### config.mk
export PLATFORM = sky130hd
export DESIGN_NAME = binary_frame_receiver_top_flat
export DESIGN_NICKNAME = d
export VERILOG_FILES = /design/src/bfr_pkg.sv /design/src/bfr_if.sv /design/src/bfr_hdr_check.sv /design/src/binary_frame_receiver_top.sv /design/src/flat_wrapper.sv
export SDC_FILE = /design/constraint.sdc
export NUM_CORES = 1
export LEC_CHECK = 0
export BUFFER_PORTS_ARGS = -buffer_cell sky130_fd_sc_hd__buf_2
export CORE_AREA = 5 5 129 131
export CTS_BUF_LIST = sky130_fd_sc_hd__clkbuf_2 sky130_fd_sc_hd__clkbuf_4 sky130_fd_sc_hd__clkbuf_8
export DETAILED_ROUTE_END_ITERATION = 8
export DIE_AREA = 0 0 134 136
export HOLD_SLACK_MARGIN = 0.05
export PLACE_DENSITY = 0.81
export SLEW_MARGIN = 20
export SYNTH_ARGS = -nofsm -noshare
export SYNTH_HDL_FRONTEND = slang
export SYNTH_SLANG_ARGS = --single-unit
### constraint.sdc
create_clock -name clk_i -period 5.7 [get_ports clk_i]
set_clock_uncertainty 0.2 [all_clocks]
set_input_delay 1.14 -clock clk_i [delete_from_list [all_inputs] [get_ports clk_i]]
set_output_delay 1.14 -clock clk_i [all_outputs]
set_load 0.02 [all_outputs]
### src/bfr_pkg.sv
package bfr_pkg;

  // configuration register indexes
  localparam int unsigned CFG_IDX_W = 1;
  localparam logic [CFG_IDX_W-1:0] CFG_SYNC_FIRST  = 1'b0;
  localparam logic [CFG_IDX_W-1:0] CFG_SYNC_SECOND = 1'b1;

  localparam logic [7:0] SYNC_FIRST_RST  = 8'hFF;
  localparam logic [7:0] SYNC_SECOND_RST = 8'h81;

  // bytes in one payload word
  localparam int unsigned BYTES_PER_WORD = 2;

  // frame status codes
  localparam logic [1:0] ST_NONE     = 2'd0;
  localparam logic [1:0] ST_BAD_SUM  = 2'd1;
  localparam logic [1:0] ST_UNKNOWN  = 2'd2;
  localparam logic [1:0] ST_ACCEPTED = 2'd3;

  // message type for an id that is not in the table
  localparam logic [2:0] MT_NONE  = 3'd0;
  localparam logic [2:0] MT_OTHER = 3'd7;

  localparam int unsigned NUM_KNOWN = 7;
  localparam logic [15:0] KNOWN_IDS [NUM_KNOWN] = '{
    16'd3000, 16'd3001, 16'd3011, 16'd3002, 16'd3003, 16'd3006, 16'd2200
  };

  // receive phases; other codes behave like the first sync hunt
  typedef enum logic [3:0] {
    PH_SYNC1   = 4'd0,
    PH_SYNC2   = 4'd1,
    PH_ID_LO   = 4'd2,
    PH_ID_HI   = 4'd3,
    PH_LEN_LO  = 4'd4,
    PH_LEN_HI  = 4'd5,
    PH_RES_LO  = 4'd6,
    PH_RES_HI  = 4'd7,
    PH_CK_LO   = 4'd8,
    PH_CK_HI   = 4'd9,
    PH_PAYLOAD = 4'd10,
    PH_STATUS  = 4'd12
  } phase_e;

  // header verdict handed to the top level
  typedef struct packed {
    logic [1:0] status;
    logic [2:0] mtype;
  } hdr_res_t;

  // one result item
  typedef struct packed {
    logic        payload_valid;
    logic [7:0]  payload_data;
    logic [8:0]  payload_index;
    logic [1:0]  frame_status;
    logic [2:0]  msg_type;
    logic [15:0] msg_id;
    logic [15:0] msg_words;
  } res_t;

  // table lookup of a message id, first match wins
  function automatic logic [2:0] msg_type_of(logic [15:0] id);
    logic [2:0] t;
    t = MT_OTHER;
    for (int k = NUM_KNOWN - 1; k >= 0; k--) begin
      if (id == KNOWN_IDS[k]) begin
        t = 3'(k);
      end
    end
    return t;
  endfunction

endpackage

### src/bfr_if.sv
// byte request channel
interface bfr_rx_if;
  logic       valid;
  logic       ready;
  logic [7:0] rx_byte;

  modport source (output valid, output rx_byte, input ready);
  modport sink   (input valid, input rx_byte, output ready);
endinterface

// result request channel
interface bfr_res_if;
  logic        valid;
  logic        ready;
  logic        payload_valid;
  logic [7:0]  payload_data;
  logic [8:0]  payload_index;
  logic [1:0]  frame_status;
  logic [2:0]  msg_type;
  logic [15:0] msg_id;
  logic [15:0] msg_words;

  modport source (
    output valid, output payload_valid, output payload_data, output payload_index,
    output frame_status, output msg_type, output msg_id, output msg_words,
    input ready
  );
  modport sink (
    input valid, input payload_valid, input payload_data, input payload_index,
    input frame_status, input msg_type, input msg_id, input msg_words,
    output ready
  );
endinterface

### src/bfr_hdr_check.sv
module bfr_hdr_check (
  input  logic [7:0]        sync_first_i,
  input  logic [7:0]        sync_second_i,
  input  logic [15:0]       id_i,
  input  logic [15:0]       len_i,
  input  logic [15:0]       rsv_i,
  input  logic [15:0]       ck_i,
  output bfr_pkg::hdr_res_t verdict_o
);
  import bfr_pkg::*;

  logic [15:0] sum;
  logic [15:0] total;
  logic        sum_ok;
  logic [2:0]  mtype;

  // header words plus checksum wrap to zero on a good header
  always_comb begin
    sum    = {sync_second_i, sync_first_i} + id_i + len_i + rsv_i;
    total  = sum + ck_i;
    sum_ok = (total == 16'd0);
    mtype  = msg_type_of(id_i);
  end

  // status and type for the status byte
  always_comb begin
    if (!sum_ok) begin
      verdict_o.status = ST_BAD_SUM;
      verdict_o.mtype  = MT_OTHER;
    end else begin
      verdict_o.mtype  = mtype;
      verdict_o.status = (mtype == MT_OTHER) ? ST_UNKNOWN : ST_ACCEPTED;
    end
  end

endmodule

### src/binary_frame_receiver_top.sv
// Binary frame receiver.
// Bytes of a serial stream come in on rx_ch, one byte per request, and every
// accepted byte gives exactly one result request on res_ch. The block hunts
// for the two sync bytes (registers 0 and 1 of the write port), captures the
// little-endian id, length, reserved and checksum words, then marks
// 2*length payload bytes with payload_valid and their buffer index, which
// wraps at BUF_BYTES. The byte after the payload is passed with no marks, and
// the byte after that carries the frame status and message type.
// Every result shows the current id and length words.
// A result appears in the cycle after its byte is accepted.
// One byte per cycle unless stalled; each byte passes the phase machine
// and the header sum between the byte handshake and the result register.
// A stalled receiver holds the result register; a new byte is still taken in
// the cycle the held result leaves (rx_ch.ready follows res_ch.ready).
// Reset clears the phase machine, header words and counters and loads the
// sync registers with 0xFF and 0x81; no result is pending after reset.
module binary_frame_receiver_top #(
  parameter int unsigned BUF_BYTES = 512
) (
  input  logic                            clk_i,
  input  logic                            rst_ni,
  input  logic                            cfg_we_i,
  input  logic [bfr_pkg::CFG_IDX_W-1:0]   cfg_idx_i,
  input  logic [7:0]                      cfg_wdata_i,
  bfr_rx_if.sink                          rx_ch,
  bfr_res_if.source                       res_ch
);
  import bfr_pkg::*;

  localparam int unsigned PosW = $clog2(BUF_BYTES);
  localparam int unsigned CntW = 17;

  logic [7:0]      sync_first_q, sync_second_q;
  phase_e          phase_q, phase_d;
  logic [15:0]     id_q, id_d, len_q, len_d, rsv_q, rsv_d, ck_q, ck_d;
  logic [CntW-1:0] cnt_q, cnt_d, limit;
  logic [PosW-1:0] pos_q, pos_d;
  logic [PosW:0]   pos_inc;
  logic            res_valid_q, res_valid_d;
  res_t            res_q, res_d;
  hdr_res_t        verdict;
  logic            accept;
  logic [7:0]      b;

  // configuration writes
  always_ff @(posedge clk_i or negedge rst_ni) begin
    if (!rst_ni) begin
      sync_first_q  <= SYNC_FIRST_RST;
      sync_second_q <= SYNC_SECOND_RST;
    end else if (cfg_we_i) begin
      unique case (cfg_idx_i)
        CFG_SYNC_FIRST:  sync_first_q  <= cfg_wdata_i;
        CFG_SYNC_SECOND: sync_second_q <= cfg_wdata_i;
        default: ;
      endcase
    end
  end

  // header check on the captured words
  bfr_hdr_check u_hdr_check (
    .sync_first_i  (sync_first_q),
    .sync_second_i (sync_second_q),
    .id_i          (id_q),
    .len_i         (len_q),
    .rsv_i         (rsv_q),
    .ck_i          (ck_q),
    .verdict_o     (verdict)
  );

  assign rx_ch.ready = !res_valid_q || res_ch.ready;
  assign accept      = rx_ch.valid && rx_ch.ready;
  assign b           = rx_ch.rx_byte;
  assign limit       = CntW'({len_q, 1'b0});
  assign pos_inc     = {1'b0, pos_q} + (PosW+1)'(1);

  // phase machine and result for the accepted byte
  always_comb begin
    phase_d = phase_q;
    id_d    = id_q;
    len_d   = len_q;
    rsv_d   = rsv_q;
    ck_d    = ck_q;
    cnt_d   = cnt_q;
    pos_d   = pos_q;
    res_d   = '0;
    unique case (phase_q)
      PH_SYNC2:  phase_d = (b == sync_second_q) ? PH_ID_LO : PH_SYNC1;
      PH_ID_LO: begin
        id_d    = {id_q[15:8], b};
        phase_d = PH_ID_HI;
      end
      PH_ID_HI: begin
        id_d    = {b, id_q[7:0]};
        phase_d = PH_LEN_LO;
      end
      PH_LEN_LO: begin
        len_d   = {len_q[15:8], b};
        phase_d = PH_LEN_HI;
      end
      PH_LEN_HI: begin
        len_d   = {b, len_q[7:0]};
        cnt_d   = '0;
        pos_d   = '0;
        phase_d = PH_RES_LO;
      end
      PH_RES_LO: begin
        rsv_d   = {rsv_q[15:8], b};
        phase_d = PH_RES_HI;
      end
      PH_RES_HI: begin
        rsv_d   = {b, rsv_q[7:0]};
        phase_d = PH_CK_LO;
      end
      PH_CK_LO: begin
        ck_d    = {ck_q[15:8], b};
        phase_d = PH_CK_HI;
      end
      PH_CK_HI: begin
        ck_d    = {b, ck_q[7:0]};
        phase_d = PH_PAYLOAD;
      end
      PH_PAYLOAD: begin
        if (cnt_q < limit) begin
          res_d.payload_valid = 1'b1;
          res_d.payload_data  = b;
          res_d.payload_index = 9'(pos_q);
          pos_d = (pos_inc >= (PosW+1)'(BUF_BYTES)) ? '0 : pos_inc[PosW-1:0];
          cnt_d = cnt_q + CntW'(1);
        end else begin
          // trailing byte is dropped
          cnt_d   = '0;
          pos_d   = '0;
          phase_d = PH_STATUS;
        end
      end
      PH_STATUS: begin
        res_d.frame_status = verdict.status;
        res_d.msg_type     = verdict.mtype;
        phase_d            = PH_SYNC1;
      end
      default: phase_d = (b == sync_first_q) ? PH_SYNC2 : PH_SYNC1;
    endcase
    res_d.msg_id    = id_d;
    res_d.msg_words = len_d;
  end

  // frame state
  always_ff @(posedge clk_i or negedge rst_ni) begin
    if (!rst_ni) begin
      phase_q <= PH_SYNC1;
      id_q    <= '0;
      len_q   <= '0;
      rsv_q   <= '0;
      ck_q    <= '0;
      cnt_q   <= '0;
      pos_q   <= '0;
    end else if (accept) begin
      phase_q <= phase_d;
      id_q    <= id_d;
      len_q   <= len_d;
      rsv_q   <= rsv_d;
      ck_q    <= ck_d;
      cnt_q   <= cnt_d;
      pos_q   <= pos_d;
    end
  end

  // result register
  always_comb begin
    res_valid_d = res_valid_q;
    if (accept) begin
      res_valid_d = 1'b1;
    end else if (res_ch.ready) begin
      res_valid_d = 1'b0;
    end
  end

  always_ff @(posedge clk_i or negedge rst_ni) begin
    if (!rst_ni) begin
      res_valid_q <= 1'b0;
    end else begin
      res_valid_q <= res_valid_d;
    end
  end

  always_ff @(posedge clk_i) begin
    if (accept) begin
      res_q <= res_d;
    end
  end

  assign res_ch.valid         = res_valid_q;
  assign res_ch.payload_valid = res_q.payload_valid;
  assign res_ch.payload_data  = res_q.payload_data;
  assign res_ch.payload_index = res_q.payload_index;
  assign res_ch.frame_status  = res_q.frame_status;
  assign res_ch.msg_type      = res_q.msg_type;
  assign res_ch.msg_id        = res_q.msg_id;
  assign res_ch.msg_words     = res_q.msg_words;

`ifndef SYNTHESIS
  // a payload byte below the count limit leaves as a marked payload result
  a_payload_marked: assert property (@(posedge clk_i) disable iff (!rst_ni)
    accept && phase_q == PH_PAYLOAD && cnt_q < limit
    |=> res_ch.valid && res_ch.payload_valid && res_ch.frame_status == ST_NONE)
    else $error("payload byte not marked");

  // the status byte always returns to the sync hunt
  a_status_to_hunt: assert property (@(posedge clk_i) disable iff (!rst_ni)
    accept && phase_q == PH_STATUS |=> phase_q == PH_SYNC1 && res_ch.frame_status != ST_NONE)
    else $error("status byte did not close the frame");

  // the buffer position stays inside the buffer
  a_pos_range: assert property (@(posedge clk_i) disable iff (!rst_ni)
    (PosW+1)'(pos_q) < (PosW+1)'(BUF_BYTES))
    else $error("buffer position out of range");

  // the payload count never passes the frame length
  a_cnt_range: assert property (@(posedge clk_i) disable iff (!rst_ni)
    phase_q == PH_PAYLOAD |-> cnt_q <= limit)
    else $error("payload count beyond frame length");
`endif

endmodule

### src/flat_wrapper.sv
// flat-port wrapper written by rule: the top's interface ports become plain ports
module binary_frame_receiver_top_flat import bfr_pkg::*;
#(
  parameter int unsigned BUF_BYTES = 512
)
  (clk_i, rst_ni, cfg_we_i, cfg_idx_i, cfg_wdata_i, rx_ch_valid, rx_ch_rx_byte, rx_ch_ready, res_ch_valid, res_ch_payload_valid, res_ch_payload_data, res_ch_payload_index, res_ch_frame_status, res_ch_msg_type, res_ch_msg_id, res_ch_msg_words, res_ch_ready);
  bfr_rx_if rx_ch_i ();
  bfr_res_if res_ch_i ();
  input  logic clk_i;
  input  logic rst_ni;
  input  logic cfg_we_i;
  input  logic [bfr_pkg::CFG_IDX_W-1:0] cfg_idx_i;
  input  logic [7:0] cfg_wdata_i;
  input wire logic [$bits(rx_ch_i.valid)-1:0] rx_ch_valid;
  input wire logic [$bits(rx_ch_i.rx_byte)-1:0] rx_ch_rx_byte;
  output wire logic [$bits(rx_ch_i.ready)-1:0] rx_ch_ready;
  output wire logic [$bits(res_ch_i.valid)-1:0] res_ch_valid;
  output wire logic [$bits(res_ch_i.payload_valid)-1:0] res_ch_payload_valid;
  output wire logic [$bits(res_ch_i.payload_data)-1:0] res_ch_payload_data;
  output wire logic [$bits(res_ch_i.payload_index)-1:0] res_ch_payload_index;
  output wire logic [$bits(res_ch_i.frame_status)-1:0] res_ch_frame_status;
  output wire logic [$bits(res_ch_i.msg_type)-1:0] res_ch_msg_type;
  output wire logic [$bits(res_ch_i.msg_id)-1:0] res_ch_msg_id;
  output wire logic [$bits(res_ch_i.msg_words)-1:0] res_ch_msg_words;
  input wire logic [$bits(res_ch_i.ready)-1:0] res_ch_ready;
  assign rx_ch_i.valid = rx_ch_valid;
  assign rx_ch_i.rx_byte = rx_ch_rx_byte;
  assign rx_ch_ready = rx_ch_i.ready;
  assign res_ch_valid = res_ch_i.valid;
  assign res_ch_payload_valid = res_ch_i.payload_valid;
  assign res_ch_payload_data = res_ch_i.payload_data;
  assign res_ch_payload_index = res_ch_i.payload_index;
  assign res_ch_frame_status = res_ch_i.frame_status;
  assign res_ch_msg_type = res_ch_i.msg_type;
  assign res_ch_msg_id = res_ch_i.msg_id;
  assign res_ch_msg_words = res_ch_i.msg_words;
  assign res_ch_i.ready = res_ch_ready;
  binary_frame_receiver_top #(.BUF_BYTES(BUF_BYTES)) u_core (.clk_i(clk_i), .rst_ni(rst_ni), .cfg_we_i(cfg_we_i), .cfg_idx_i(cfg_idx_i), .cfg_wdata_i(cfg_wdata_i), .rx_ch(rx_ch_i), .res_ch(res_ch_i));
endmodule
==> impl_results.md <==
* Status: completed
* Worst setup margin at 0.956 ns
* Fmax at 211 MHz
* Die Y at 136 um
* Max FO, Critical Path at 5
* Footprint of the multi-input gates at 0.00456 mm2
* Top_reg_cell synth: dfrtp_1
* Vias in the first global route at 6425
* Met3 usage at 5.66%
* Routed Antenna Nets at 0
* Iter 0 DRT Violations at 552
* Yosys reg bits at 166
* Max-cap viol count at 0
* Net Count, Synth at 940
* Fin. max-slew vios at 0
* Cell taking the most area after synthesis: dfrtp_1
* DRT Pass-1 Iters at 5
* Critical path capture point type: flop
* Post-synthesis cell count at 841
* CTS Root Cell: clkbuf_8
* Tmin final at 4.74 ns
* CTS Hold Bufs at 0
* Req. time, crit path at 5.72 ns
* DRC violations left at 0
* Share of cells above drive strength 1 at 21.7%
* Async SR Flop Fraction at 66.9%
* Met2 Usage GRT at 39.2%
* Number of enable flip-flop cells after synthesis at 55
* H-tree depth at 4
* Aggregate routed wire length at 21400 um
* GRT Max-Usage Layer: met2
* Net count reported at finish at 1006
* Most frequent CP cell: fa_1
* Most frequent cell after synthesis: nand2_1
* Post-Place Cells at 1080
* All-layer global routing usage at 24.3%
* Largest net degree at the start of global routing at 59
* Worst-skew pair later-pin latency at 0.48 ns
* Post-DP HPWL at 15200 um
* Register area at 0.00444 mm2
* Via count at 6653
* Clk sink count at 166
* Hold crit path type: flop to flop
* CP arrival at 4.76 ns
* Io pins at 79
* Post-synth top cells: nand2_1 (115), dfrtp_1 (101), o21ai_0 (59), mux2_2 (57), edfxtp_1 (55)
* FILL cells at 1186
* Gpl congestion at 0.968
* Die area at 0.0182 mm2
* Tightest Pin Transition at 0.911 ns
* Area growth syn-to-layout at 10.6%
* Vias/cell at 5.98
* Port bufs at 78
* Non-filler instance count after layout at 1112
* Post-CTS setup buffer count at 0
* Clk pin slew, worst setup/hold paths at 0.09 ns
* Global-route wire length before repair at 34100 um
* Chip width at 134 um
* Share of the yosys chip area belonging to registers at 47.8%
* Crit Path Category: flop to flop
* Ranking of synthesized cells by area: dfrtp_1 (27%), edfxtp_1 (18%), fa_1 (9.5%)
* PostCTS Resize Cnt at 0
* Critical path launch point type: flop
* Initial core utilization at 60.0%
* Wire length per cell at 19.2 um
* Slew headroom at 38.8%
* CTS Buffer Depth at 2
* Final period util at 83.2%
* Slowest stage delay, CP at 0.56 ns
* Setup tns final at 0 ns
* Area of the mapped netlist at 0.00929 mm2
* Met1 usage at 32.8%
* Yosys top cell area share at 27.2%
* Syn avg cell area at 11.1 um2
* Count of unique library cells instantiated by Yosys at 61
* Cts bufs inserted at 17
* Setup Viol. Count Final at 0
* Grt total ovfl at 0
* Critical path cell sequence: fa_1 -> fa_1 -> fa_1 -> ha_1 -> inv_1 -> fa_1 -> xnor2_1 -> a2111oi_2 -> nand3_1 -> a2111oi_2 -> o2111ai_1 -> and4bb_2 -> a31oi_1
* Initial antenna violation count at 0
* CTS tree: yes
* Core outline area at 0.0155 mm2
* RSZ-0062 raised after global routing: false
* Ys Warns at 0
* Setup WS pre-CTS at 0.945 ns
* Fin. Hold Viols at 0
* N_diodes at 0
* CP max stage cell: fa_1
* Site row count at 46
-- metrics by stage --
step	hold slack (ns)	instance area, um2	util [%]
3_3_place_gp	0.287	9830	63.5
5_1_grt	0.339	10300	66.4
3_5_place_dp	0.297	9830	63.5
6_report	0.312	10300	66.4
2_1_floorplan	0.274	9290	-
4_1_cts	0.315	10300	66.4
-- final cells by class --
type / instances / area share [%]
multi-input combinational: 597 / 44.3
sequential: 166 / 43.2
clock buffer: 19 / 2.48
timing repair buffer: 84 / 4.26
inverter: 41 / 1.51
clock inverter: 13 / 1.89
tap: 192 / 2.34
-- path summary, 6_finish.rpt --
path,startpoint,endpoint,slack (ns),cells past startpoint
worst max-delay path,u_core.ck_q[1],u_core.res_ch.frame_status[0],0.96,13
worst min-delay path,u_core.rsv_q[7],u_core.rsv_q[7],0.31,2
worst max register to register,u_core.ck_q[1],u_core.res_ch.frame_status[0],0.96,13
worst min register to register,u_core.rsv_q[7],u_core.rsv_q[7],0.31,2
max in group asynchronous,rst_ni,u_core.id_q[4],3.59,2
min in group asynchronous,rst_ni,u_core.cnt_q[14],0.52,1
-- cells in the final DEF (no fill, tap or decap), drive strengths merged, types with 13 or more instances in the layout --
master	instances
xor2	14
edfxtp	55
nor3	13
inv	43
o21ai	60
nand3	33
fa	44
dfrtp	101
xnor2	21
a21oi	22
nor2	35
mux2	57
ha	33
nand2	115
clkbuf	19
and2	18
buf	84
-- state kept, by name (all words and copies together), names as in the netlist, 9 cells and up --
register / count
u_core.res_ch.msg_id: 16
u_core.len_q: 16
u_core.res_ch.msg_words: 16
u_core.rsv_q: 16
u_core.ck_q: 16
u_core.id_q: 16
u_core.pos_q: 9
u_core.cnt_q: 17
u_core.res_ch.payload_index: 9
-- critical path, delay by kind of cell, from the launching register on --
family / cells / cell delay, ns
AOI/OAI and AO/OA: 4 / 1.06
DFF: 1 / 0.41
adders and majority gates: 5 / 2.12
and+or+nand+nor: 2 / 0.49
buffers and inverters: 1 / 0.06
xor gates and xnor gates: 1 / 0.15
-- per-layer routing --
metal / vias up / routed length (um)
met5: - / 0
li1: 3097 / -
met1: 3306 / 9120
met2: 210 / 10400
met3: 40 / 1320
met4: 0 / 538
-- cells by family after synthesis --
family                     count (synthesis)  synth area share [%]
adders and majority gates                 77                  13.9
muxes                                     60                  7.23
and+or+nand+nor                          283                  14.8
buffers and inverters                     78                  3.20
DFF                                      166                  47.8
xor gates and xnor gates                  35                  3.30
AOI/OAI and AO/OA                        142                  9.73
Power is left out: the tool's default activity adds up to more than one toggle a clock period on the data nets, which glitch-free logic cannot reach.
